### src/design/scbp_pkg.sv
// ----------------------------------------------------------------------------
// scbp_pkg
// Shared types and codes of the size-class receive buffer pool.
// ----------------------------------------------------------------------------
package scbp_pkg;

	localparam int CLASS_COUNT = 3;
	localparam int LEN_W       = 14;
	localparam int CAP_W       = 16;
	localparam int ID_W        = 6;
	localparam int CLS_W       = 2;
	localparam int STATUS_W    = 3;
	localparam int QCOUNT_W    = 6;
	localparam int CFG_IDX_W   = 2;

	// operation codes
	localparam logic OP_ARRIVE = 1'b0;
	localparam logic OP_READ   = 1'b1;

	// result status codes
	localparam logic [STATUS_W-1:0] ST_STORED    = 3'd0;
	localparam logic [STATUS_W-1:0] ST_BAD_LEN   = 3'd1;
	localparam logic [STATUS_W-1:0] ST_NO_BUFFER = 3'd2;
	localparam logic [STATUS_W-1:0] ST_DELIVERED = 3'd3;
	localparam logic [STATUS_W-1:0] ST_DISCARDED = 3'd4;
	localparam logic [STATUS_W-1:0] ST_EMPTY     = 3'd5;

	// buffer classes
	localparam logic [CLS_W-1:0] CLS_SMALL  = 2'd0;
	localparam logic [CLS_W-1:0] CLS_MEDIUM = 2'd1;
	localparam logic [CLS_W-1:0] CLS_LARGE  = 2'd2;

	// configuration register indexes
	localparam logic [CFG_IDX_W-1:0] REG_SMALL_LIMIT  = 2'd0;
	localparam logic [CFG_IDX_W-1:0] REG_MEDIUM_LIMIT = 2'd1;
	localparam logic [CFG_IDX_W-1:0] REG_LARGE_LIMIT  = 2'd2;

	// configuration reset values
	localparam logic [LEN_W-1:0] SMALL_LIMIT_RST  = 14'd256;
	localparam logic [LEN_W-1:0] MEDIUM_LIMIT_RST = 14'd4352;
	localparam logic [LEN_W-1:0] LARGE_LIMIT_RST  = 14'd8192;

	typedef struct packed {
		logic             operation;
		logic [LEN_W-1:0] packet_length;
		logic [CAP_W-1:0] reader_capacity;
	} scbp_req_t;

	typedef struct packed {
		logic [STATUS_W-1:0] status;
		logic [ID_W-1:0]     buffer_id;
		logic [CLS_W-1:0]    buffer_class;
		logic [LEN_W-1:0]    delivered_length;
		logic [QCOUNT_W-1:0] queued_packets;
	} scbp_rsp_t;

	// one ready-queue entry
	typedef struct packed {
		logic [ID_W-1:0]  id;
		logic [CLS_W-1:0] cls;
		logic [LEN_W-1:0] len;
	} scbp_entry_t;

	// free-list commands: pop at acceptance, push on release
	typedef struct packed {
		logic             pop;
		logic [CLS_W-1:0] pop_cls;
		logic             push;
		logic [CLS_W-1:0] push_cls;
		logic [ID_W-1:0]  push_id;
	} scbp_fl_cmd_t;

	// ready-queue commands
	typedef struct packed {
		logic        pop;
		logic        push;
		scbp_entry_t push_entry;
	} scbp_rq_cmd_t;

endpackage

### src/design/scbp_free_list.sv
// ----------------------------------------------------------------------------
// scbp_free_list
// Three circular free lists of buffer ids sharing one memory, one region per
// class. Entries never written read as their power-up id.
// ----------------------------------------------------------------------------
module scbp_free_list import scbp_pkg::*; #(
	parameter int SMALL_BUFFERS  = 5,
	parameter int MEDIUM_BUFFERS = 40,
	parameter int LARGE_BUFFERS  = 2
) (
	input  logic                   clk,
	input  logic                   arst_n,
	input  scbp_fl_cmd_t           cmd,
	output logic [CLASS_COUNT-1:0] avail,
	output logic [ID_W-1:0]        pop_id
);

	localparam int TOTAL = SMALL_BUFFERS + MEDIUM_BUFFERS + LARGE_BUFFERS;
	localparam int AW    = $clog2(TOTAL);
	localparam int XW    = $clog2(2 * TOTAL);
	localparam int MAXSM = (SMALL_BUFFERS > MEDIUM_BUFFERS) ? SMALL_BUFFERS : MEDIUM_BUFFERS;
	localparam int MAXD  = (MAXSM > LARGE_BUFFERS) ? MAXSM : LARGE_BUFFERS;
	localparam int HW    = (MAXD > 1) ? $clog2(MAXD) : 1;
	localparam int CW    = $clog2(MAXD + 1);
	localparam int DEPTH [CLASS_COUNT] = '{SMALL_BUFFERS, MEDIUM_BUFFERS, LARGE_BUFFERS};
	localparam int BASE  [CLASS_COUNT] = '{0, SMALL_BUFFERS, SMALL_BUFFERS + MEDIUM_BUFFERS};

	logic [ID_W-1:0] mem [TOTAL];
	logic [TOTAL-1:0] written_q;
	logic [HW-1:0]    head_q  [CLASS_COUNT];
	logic [CW-1:0]    count_q [CLASS_COUNT];

	logic [ID_W-1:0]  rd_mem_q;
	logic             rd_written_q;
	logic [ID_W-1:0]  rd_dflt_q;

	logic [AW-1:0]          pop_addr;
	logic [AW-1:0]          push_addr;
	logic [XW-1:0]          push_pos;
	logic [XW-1:0]          push_wrap;
	logic                   push_ok;
	logic [CLASS_COUNT-1:0] do_pop;
	logic [CLASS_COUNT-1:0] do_push;

	always_comb begin
		pop_addr  = AW'(XW'(BASE[cmd.pop_cls]) + XW'(head_q[cmd.pop_cls]));
		push_pos  = XW'(head_q[cmd.push_cls]) + XW'(count_q[cmd.push_cls]);
		push_wrap = (push_pos >= XW'(DEPTH[cmd.push_cls])) ?
			push_pos - XW'(DEPTH[cmd.push_cls]) : push_pos;
		push_addr = AW'(XW'(BASE[cmd.push_cls]) + push_wrap);
		// a full list ignores the return
		push_ok   = XW'(count_q[cmd.push_cls]) < XW'(DEPTH[cmd.push_cls]);
		for (int i = 0; i < CLASS_COUNT; i++) begin
			do_pop[i]  = cmd.pop && (cmd.pop_cls == CLS_W'(i));
			do_push[i] = cmd.push && push_ok && (cmd.push_cls == CLS_W'(i));
		end
	end

	for (genvar g = 0; g < CLASS_COUNT; g++) begin : g_avail
		assign avail[g] = (count_q[g] != '0);
	end

	// untouched entries hold their own position as id
	assign pop_id = rd_written_q ? rd_mem_q : rd_dflt_q;

	always_ff @(posedge clk) begin
		if (cmd.push && push_ok) begin
			mem[push_addr] <= cmd.push_id;
		end
		if (cmd.pop) begin
			rd_mem_q  <= mem[pop_addr];
			rd_dflt_q <= ID_W'(pop_addr);
		end
	end

	always_ff @(posedge clk or negedge arst_n) begin
		if (!arst_n) begin
			written_q    <= '0;
			rd_written_q <= 1'b0;
			for (int i = 0; i < CLASS_COUNT; i++) begin
				head_q[i]  <= '0;
				count_q[i] <= CW'(DEPTH[i]);
			end
		end else begin
			if (cmd.push && push_ok) begin
				written_q[push_addr] <= 1'b1;
			end
			if (cmd.pop) begin
				rd_written_q <= written_q[pop_addr];
			end
			for (int i = 0; i < CLASS_COUNT; i++) begin
				if (do_pop[i]) begin
					head_q[i] <= (XW'(head_q[i]) == XW'(DEPTH[i] - 1)) ? '0 : head_q[i] + 1'b1;
				end
				if (do_pop[i] && !do_push[i]) begin
					count_q[i] <= count_q[i] - 1'b1;
				end else if (do_push[i] && !do_pop[i]) begin
					count_q[i] <= count_q[i] + 1'b1;
				end
			end
		end
	end

endmodule

### src/design/scbp_ready_queue.sv
// ----------------------------------------------------------------------------
// scbp_ready_queue
// Circular queue of stored packets in one memory, registered read port.
// ----------------------------------------------------------------------------
module scbp_ready_queue import scbp_pkg::*; #(
	parameter int TOTAL = 47
) (
	input  logic                        clk,
	input  logic                        arst_n,
	input  scbp_rq_cmd_t                cmd,
	output logic [$clog2(TOTAL+1)-1:0]  count,
	output scbp_entry_t                 pop_entry
);

	localparam int AW = $clog2(TOTAL);
	localparam int CW = $clog2(TOTAL + 1);
	localparam int XW = $clog2(2 * TOTAL);

	scbp_entry_t   mem [TOTAL];
	logic [AW-1:0] head_q;
	logic [CW-1:0] count_q;
	scbp_entry_t   rd_q;

	logic [XW-1:0] tail_pos;
	logic [AW-1:0] tail_addr;

	always_comb begin
		tail_pos  = XW'(head_q) + XW'(count_q);
		tail_addr = AW'((tail_pos >= XW'(TOTAL)) ? tail_pos - XW'(TOTAL) : tail_pos);
	end

	assign count     = count_q;
	assign pop_entry = rd_q;

	always_ff @(posedge clk) begin
		if (cmd.push) begin
			mem[tail_addr] <= cmd.push_entry;
		end
		if (cmd.pop) begin
			rd_q <= mem[head_q];
		end
	end

	always_ff @(posedge clk or negedge arst_n) begin
		if (!arst_n) begin
			head_q  <= '0;
			count_q <= '0;
		end else begin
			if (cmd.pop) begin
				head_q <= (XW'(head_q) == XW'(TOTAL - 1)) ? '0 : head_q + 1'b1;
			end
			if (cmd.pop && !cmd.push) begin
				count_q <= count_q - 1'b1;
			end else if (cmd.push && !cmd.pop) begin
				count_q <= count_q + 1'b1;
			end
		end
	end

endmodule

### src/design/size_class_buffer_pool_core.sv
// A taken request word waits in stage 1, then commits into the output register.
// A new request word is taken only once stage 1 is empty; the memory read issued
// at acceptance and the read-modify-write commit after it form the per-word loop.
// Reset (arst_n low): limits return to 256/4352/8192, every free list is full
// in id order (per-entry written bits, no clearing pass), the queue is empty.
// ----------------------------------------------------------------------------
// size_class_buffer_pool_core
// Receive buffer pool with small, medium and large classes and an in-order
// ready queue of stored packets.
// ----------------------------------------------------------------------------
module size_class_buffer_pool_core import scbp_pkg::*; #(
	parameter int SMALL_BUFFERS  = 5,
	parameter int MEDIUM_BUFFERS = 40,
	parameter int LARGE_BUFFERS  = 2,
	parameter int LARGEST_PACKET = 8192
) (
	input  logic                 clk,
	input  logic                 arst_n,
	// request channel
	input  logic                 req_valid,
	output logic                 req_ready,
	input  scbp_req_t            req,
	// result channel
	output logic                 rsp_valid,
	input  logic                 rsp_ready,
	output scbp_rsp_t            rsp,
	// configuration write channel
	input  logic                 cfg_valid,
	output logic                 cfg_ready,
	input  logic [CFG_IDX_W-1:0] cfg_index,
	input  logic [LEN_W-1:0]     cfg_data
);

	localparam int TOTAL = SMALL_BUFFERS + MEDIUM_BUFFERS + LARGE_BUFFERS;
	localparam int QCW   = $clog2(TOTAL + 1);

	// ---------------------------------------------------------------- config
	logic [LEN_W-1:0] small_limit_q;
	logic [LEN_W-1:0] medium_limit_q;
	logic [LEN_W-1:0] large_limit_q;

	// registers are always writable; writes must come only while idle, which the block does not enforce
	assign cfg_ready = 1'b1;

	always_ff @(posedge clk or negedge arst_n) begin
		if (!arst_n) begin
			small_limit_q  <= SMALL_LIMIT_RST;
			medium_limit_q <= MEDIUM_LIMIT_RST;
			large_limit_q  <= LARGE_LIMIT_RST;
		end else if (cfg_valid) begin
			unique case (cfg_index)
				REG_SMALL_LIMIT:  small_limit_q  <= cfg_data;
				REG_MEDIUM_LIMIT: medium_limit_q <= cfg_data;
				REG_LARGE_LIMIT:  large_limit_q  <= cfg_data;
				default: ;
			endcase
		end
	end

	// ---------------------------------------------------------------- storage
	scbp_fl_cmd_t           fl_cmd;
	logic [CLASS_COUNT-1:0] fl_avail;
	logic [ID_W-1:0]        fl_id;
	scbp_rq_cmd_t           rq_cmd;
	logic [QCW-1:0]         rq_count;
	scbp_entry_t            rq_entry;

	scbp_free_list #(
		.SMALL_BUFFERS  (SMALL_BUFFERS),
		.MEDIUM_BUFFERS (MEDIUM_BUFFERS),
		.LARGE_BUFFERS  (LARGE_BUFFERS)
	) u_free_list (
		.clk    (clk),
		.arst_n (arst_n),
		.cmd    (fl_cmd),
		.avail  (fl_avail),
		.pop_id (fl_id)
	);

	scbp_ready_queue #(
		.TOTAL (TOTAL)
	) u_ready_queue (
		.clk       (clk),
		.arst_n    (arst_n),
		.cmd       (rq_cmd),
		.count     (rq_count),
		.pop_entry (rq_entry)
	);

	// ---------------------------------------------------------------- stage 0
	// Decide at acceptance: length check, class pick, and issue the memory
	// read (free-list pop for an arrival, queue pop for a read).
	logic                req_take;
	logic                is_arrive;
	logic                len_bad;
	logic                fit_small;
	logic                fit_medium;
	logic                fit_large;
	logic                rq_full;
	logic [CLS_W-1:0]    pick_cls;
	logic [STATUS_W-1:0] status_d;
	logic [QCW-1:0]      qcount_d;

	logic                valid_s1;
	logic                op_s1;
	logic [STATUS_W-1:0] status_s1;
	logic [CLS_W-1:0]    cls_s1;
	logic [LEN_W-1:0]    len_s1;
	logic [CAP_W-1:0]    cap_s1;
	logic [QCW-1:0]      qcount_s1;

	logic                out_valid_q;
	scbp_rsp_t           out_q;

	assign req_ready = !valid_s1;
	assign req_take  = req_valid && req_ready;
	assign is_arrive = (req.operation == OP_ARRIVE);

	always_comb begin
		len_bad    = (req.packet_length == '0) || (req.packet_length > large_limit_q) ||
			(req.packet_length > LEN_W'(LARGEST_PACKET));
		fit_small  = (req.packet_length <= small_limit_q) && fl_avail[CLS_SMALL];
		fit_medium = (req.packet_length <= medium_limit_q) && fl_avail[CLS_MEDIUM];
		fit_large  = (req.packet_length <= large_limit_q) && fl_avail[CLS_LARGE];
		rq_full    = (rq_count >= QCW'(TOTAL));

		// smallest class that fits and has a free buffer
		if (fit_small) begin
			pick_cls = CLS_SMALL;
		end else if (fit_medium) begin
			pick_cls = CLS_MEDIUM;
		end else begin
			pick_cls = CLS_LARGE;
		end

		qcount_d = rq_count;
		if (is_arrive) begin
			if (len_bad) begin
				status_d = ST_BAD_LEN;
			end else if (!(fit_small || fit_medium || fit_large) || rq_full) begin
				status_d = ST_NO_BUFFER;
			end else begin
				status_d = ST_STORED;
				qcount_d = rq_count + 1'b1;
			end
		end else if (rq_count == '0) begin
			status_d = ST_EMPTY;
		end else begin
			// final delivered / discarded call waits for the entry
			status_d = ST_DELIVERED;
			qcount_d = rq_count - 1'b1;
		end
	end

	// ---------------------------------------------------------------- stage 1
	// Read data is back: build the result word, push the entry or return the
	// buffer. Hold while the output register is full and not drained.
	logic                commit;
	logic                stored_s1;
	logic                popped_s1;
	logic [STATUS_W-1:0] rsp_status;
	scbp_rsp_t           rsp_d;

	assign commit    = valid_s1 && (!out_valid_q || rsp_ready);
	assign stored_s1 = (op_s1 == OP_ARRIVE) && (status_s1 == ST_STORED);
	assign popped_s1 = (op_s1 == OP_READ) && (status_s1 == ST_DELIVERED);

	always_comb begin
		rsp_status = status_s1;
		if (popped_s1 && (CAP_W'(rq_entry.len) > cap_s1)) begin
			rsp_status = ST_DISCARDED;
		end

		rsp_d.status         = rsp_status;
		rsp_d.queued_packets = QCOUNT_W'(qcount_s1);
		if (stored_s1) begin
			rsp_d.buffer_id        = fl_id;
			rsp_d.buffer_class     = cls_s1;
			rsp_d.delivered_length = len_s1;
		end else if (popped_s1) begin
			rsp_d.buffer_id        = rq_entry.id;
			rsp_d.buffer_class     = rq_entry.cls;
			rsp_d.delivered_length = rq_entry.len;
		end else begin
			rsp_d.buffer_id        = '0;
			rsp_d.buffer_class     = '0;
			rsp_d.delivered_length = '0;
		end

		// pop the free list at acceptance, return the buffer on commit
		fl_cmd.pop      = req_take && is_arrive && (status_d == ST_STORED);
		fl_cmd.pop_cls  = pick_cls;
		fl_cmd.push     = commit && popped_s1 && (rq_entry.cls <= CLS_LARGE);
		fl_cmd.push_cls = rq_entry.cls;
		fl_cmd.push_id  = rq_entry.id;

		// pop the queue at acceptance, append the new packet on commit
		rq_cmd.pop            = req_take && !is_arrive && (status_d == ST_DELIVERED);
		rq_cmd.push           = commit && stored_s1;
		rq_cmd.push_entry.id  = fl_id;
		rq_cmd.push_entry.cls = cls_s1;
		rq_cmd.push_entry.len = len_s1;
	end

	always_ff @(posedge clk) begin
		if (req_take) begin
			op_s1     <= req.operation;
			status_s1 <= status_d;
			cls_s1    <= pick_cls;
			len_s1    <= req.packet_length;
			cap_s1    <= req.reader_capacity;
			qcount_s1 <= qcount_d;
		end
		if (commit) begin
			out_q <= rsp_d;
		end
	end

	always_ff @(posedge clk or negedge arst_n) begin
		if (!arst_n) begin
			valid_s1    <= 1'b0;
			out_valid_q <= 1'b0;
		end else begin
			// advance stage 1 into the output register, drop it once taken
			if (req_take) begin
				valid_s1 <= 1'b1;
			end else if (commit) begin
				valid_s1 <= 1'b0;
			end
			if (commit) begin
				out_valid_q <= 1'b1;
			end else if (rsp_ready) begin
				out_valid_q <= 1'b0;
			end
		end
	end

	assign rsp_valid = out_valid_q;
	assign rsp       = out_q;

endmodule
### config.mk
export PLATFORM = sky130hd
export DESIGN_NAME = size_class_buffer_pool_core
export DESIGN_NICKNAME = d
export VERILOG_FILES = /design/src/design/scbp_pkg.sv /design/src/design/scbp_free_list.sv /design/src/design/scbp_ready_queue.sv /design/src/design/size_class_buffer_pool_core.sv
export SDC_FILE = /design/constraint.sdc
export NUM_CORES = 2
export LEC_CHECK = 0
export BUFFER_PORTS_ARGS = -buffer_cell sky130_fd_sc_hd__clkbuf_2
export CAP_MARGIN = 20
export CORE_MARGIN = 4
export CORE_UTILIZATION = 45
export DETAILED_ROUTE_END_ITERATION = 12
export HOLD_SLACK_MARGIN = 0.02
export SLEW_MARGIN = 20
export SYNTH_ARGS = -nofsm -noshare
export SYNTH_HDL_FRONTEND = slang
export SYNTH_SLANG_ARGS = --single-unit
### constraint.sdc
create_clock -name clk -period 6.9 [get_ports clk]
set_input_delay 0.345 -clock clk [delete_from_list [all_inputs] [get_ports clk]]
set_output_delay 0.345 -clock clk [all_outputs]
set_load 0.03 [all_outputs]
==> run_results.csv <==
group,metric,value,unit
cts,clkLatencyLatePin,790,ps
floorplan,die-area,149000,um^2
logic_synthesis,ys_seq_elements,1563,
timing,setup_tns,0,ps
cts,cts_tree,"yes",
floorplan,die_y,386.0,um
timing,hold_viol,0,
run_status,outcome,"finished, final reports clean",
global_routing,grt.total_usage,21.75,%
power_and_ir_drop,power,28.22,mW
timing,timing.fmax,0.1564,GHz
placement,detailed_place.area,67730,um^2
logic_synthesis,synth-edff-count,1423,
cts,post_cts_buffers,0,
cells_and_area,final_util,51.87,%
global_routing,first_global_vias,33501,
logic_synthesis,async_reset_ff_share,8.957,%
routing,wl,160300,um
logic_synthesis,synth-seq-area-share,71.93,%
placement,pre_cts_ws,515.4,ps
logic_synthesis,avgSynthCellArea,18.60,um^2
cells_and_area,stdcell_area,73530,um^2
worst_setup_path,worstSetupStartpointType,"flip-flop",
timing,max_slew_margin,25.58,%
global_routing,antenna_found_initial,10,
worst_setup_path,end_kind,"flip-flop",
floorplan,coreArea,141800,um^2
logic_synthesis,synth_top_area_cell,"edfxtp_1",
timing,finalClockSkew,42.54,ps
floorplan,start_util,45.35,%
cts,cts_root_buf,"clkbuf_16",
power_and_ir_drop,power_frac_comb,29.4,%
routing,firstDrtPassIters,5,
timing,setup_viol,0,
routing,final_antenna_net_count,0,
routing,detail_route.vias_per_cell,5.783,
timing,fin_crit_sh,92.65,%
worst_setup_path,cp.arrival,6790,ps
power_and_ir_drop,seq_power_share,40.2,%
logic_synthesis,synthesis.instances,3457,
logic_synthesis,ys.warnings.count,0,
global_routing,grt_max_degree,131,
routing,drt_iter0_drc,3376,
cells_and_area,fin_nets,3866,
worst_setup_path,worstPathMaxFanout,30,
cts,clock_sinks,1563,
placement,gp_congestion,0.8292,
routing,post_drt_wl_per_cell,28.01,um
cells_and_area,area.growth.synth_to_final,14.36,%
floorplan,die_w,386.0,um
timing,layout_min_cycle_time,6393,ps
routing,drc_errors,0,
cts,htreeDepth,4,
global_routing,grt_pass1_wl,233400,um
cells_and_area,drive_above_1_share,24.80,%
timing,layout_setup_ws,507.4,ps
power_and_ir_drop,p_leak,24.48,nW
timing,final_max_slew_viol_count,0,
power_and_ir_drop,switching_share,32.15,%
power_and_ir_drop,internal_power,19.15,mW
logic_synthesis,synth_commonest_cells,"edfxtp_1, mux4_2, nand2_1",
placement,dpl.hpwl,94190,um
logic_synthesis,synth_flop_cell,"edfxtp_1",
worst_setup_path,required,7300,ps
floorplan,row_count,138,
power_and_ir_drop,p_clk_share,30.4,%
timing,rsz0062_at_grt,"no",
global_routing,grt_overflow,0,
worst_setup_path,criticalPathCategory,"reg -> reg",
placement,numPortBuffers,84,
cells_and_area,nFillCells,11199,
power_and_ir_drop,switchingPower,9.075,mW
power_and_ir_drop,power_density,383.9,nW/um^2
cts,clock_path_buffers,3,
logic_synthesis,synth_area_leaders,"edfxtp_1, mux4_2, dfrtp_1",
logic_synthesis,yosysMostFrequentCell,"edfxtp_1",
run,cap_violations,0,
logic_synthesis,yosysUniqueCellTypes,80,
cts,numCtsBuffers,160,
logic_synthesis,synth_nets,3630,
power_and_ir_drop,ir_worst_vdd,0.3306,mV
logic_synthesis,synth_area,64290,um^2
worst_hold_path,hp-class,"in -> reg",
timing,tightest_slew,1114,ps
cts,clkTransAtPathRegs,60,ps
routing,vias,33092,
logic_synthesis,yosys.area.top_type_share,66.46,%
floorplan,ios,86,
-- cells in the final DEF, fill, tap and decap left out, types with 25 or more instances in the layout --
master         synthesis  final
clkbuf_1             127     35
nor2_4                 0     30
mux2_2                42     40
mux2i_1               77     77
inv_1                153    151
dfrtp_1              131    125
a21oi_1               58     58
nor3_1                48     46
o31ai_1               34     34
nand3_1               41     41
edfxtp_1            1423   1423
nand2_1              174    174
clkbuf_16              0    160
buf_4                  1    111
ha_1                 115    113
clkbuf_2               0     83
nor2_1               107     61
o21ai_0              155    154
clkinv_1               2     38
dlygate4sd3_1          0     48
mux4_2               384    384
xor2_1                25     25
xnor2_1               38     35
-- stage by stage --
step           hold slack (ps)  cells
2_1_floorplan            49.41   3457
3_3_place_gp             404.1   5371
3_5_place_dp             405.2   5371
4_1_cts                  51.82   5715
5_1_grt                  119.6   5718
6_report                 128.6   5722
-- worst paths after layout --
path | start | to | slack [ps] | cells after the start
min in group asynchronous | arst_n | u_free_list.count_q[17] | 210 | 2
setup / recovery | u_ready_queue.pop_entry[15] | u_free_list.mem[41][2] | 510 | 20
hold / removal | cfg_index[0] | small_limit_q[8] | 130 | 5
hold reg to reg | qcount_s1[1] | rsp[1] | 420 | 0
max in group asynchronous | arst_n | u_ready_queue.head_q[3] | 5320 | 3
setup reg to reg | u_ready_queue.pop_entry[15] | u_free_list.mem[41][2] | 510 | 20
-- sequential cells by signal, summed over array words and instances (netlist names), 14 cells and up --
| name | count |
|---|---|
| u_ready_queue.mem | 1034 |
| u_free_list.mem | 282 |
| u_free_list.count_q | 18 |
| len_s1 | 14 |
| rsp | 31 |
| large_limit_q | 14 |
| u_free_list.head_q | 18 |
| cap_s1 | 16 |
| u_ready_queue.pop_entry | 22 |
| medium_limit_q | 14 |
| u_free_list.written_q | 47 |
| small_limit_q | 14 |
-- metal layers --
layer | vias up | GRT usage [%] | routed length [um]
li1 | 14330 | - | -
met1 | 17393 | 30.92 | 68000
met2 | 1147 | 34.70 | 77750
met3 | 218 | 4.174 | 10780
met4 | 4 | 5.883 | 3739
met5 | - | 0 | 27
-- power groups by stage --
stage	registers, mW	clock network, mW	logic (mW)
floorplan	11.6	0	5.51
detailed placement	11.5	0	8.34
global placement	11.5	0	8.32
finish	11.3	8.58	8.30
global route	11.4	9.16	8.95
CTS	11.4	8.74	8.39
-- final cells by class --
class / count / area [um^2] / share of cell area [%]
Tap cell: 1890 / 2365 / 3.216
Inverter: 158 / 593.1 / 0.8066
Clock buffer: 196 / 4149 / 5.643
Multi-Input combinational cell: 1558 / 17120 / 23.28
Timing Repair Buffer: 252 / 1916 / 2.605
Clock inverter: 100 / 1109 / 1.508
Sequential cell: 1563 / 46260 / 62.92
Antenna cell: 5 / 12.51 / 0.01702
-- cell families after synthesis --
logic type | synth area share [%]
xor+xnor | 0.9263
flops | 71.93
simple gates | 3.552
compound gates | 3.748
buf+inv | 2.006
other cells | 0.005833
fa+ha+maj | 2.425
mux | 15.41
-- critical path, stage by stage (launching register included) --
cell and delay (ps):
edfxtp_1 420, buf_4 290, mux2i_1 220, o21a_1 170, inv_1 70, ha_1 270
a21o_1 180, a21oi_1 220, o21ai_0 130, a21oi_1 180, xnor2_1 170, ha_1 330
a311o_1 400, a211oi_4 370, mux2_2 380, ha_1 400, a21oi_1 140, xnor2_2 510
nand2_1 100, buf_4 290, nor3_1 740
-- repair_timing --
| action | in CTS | in global routing |
|---|---|---|
| hold buffers | 48 | 0 |
| gates resized for setup | 0 | 0 |
| hold endpoints to repair | 162 | 0 |
Note: power is estimated with default switching activity, not from simulation.
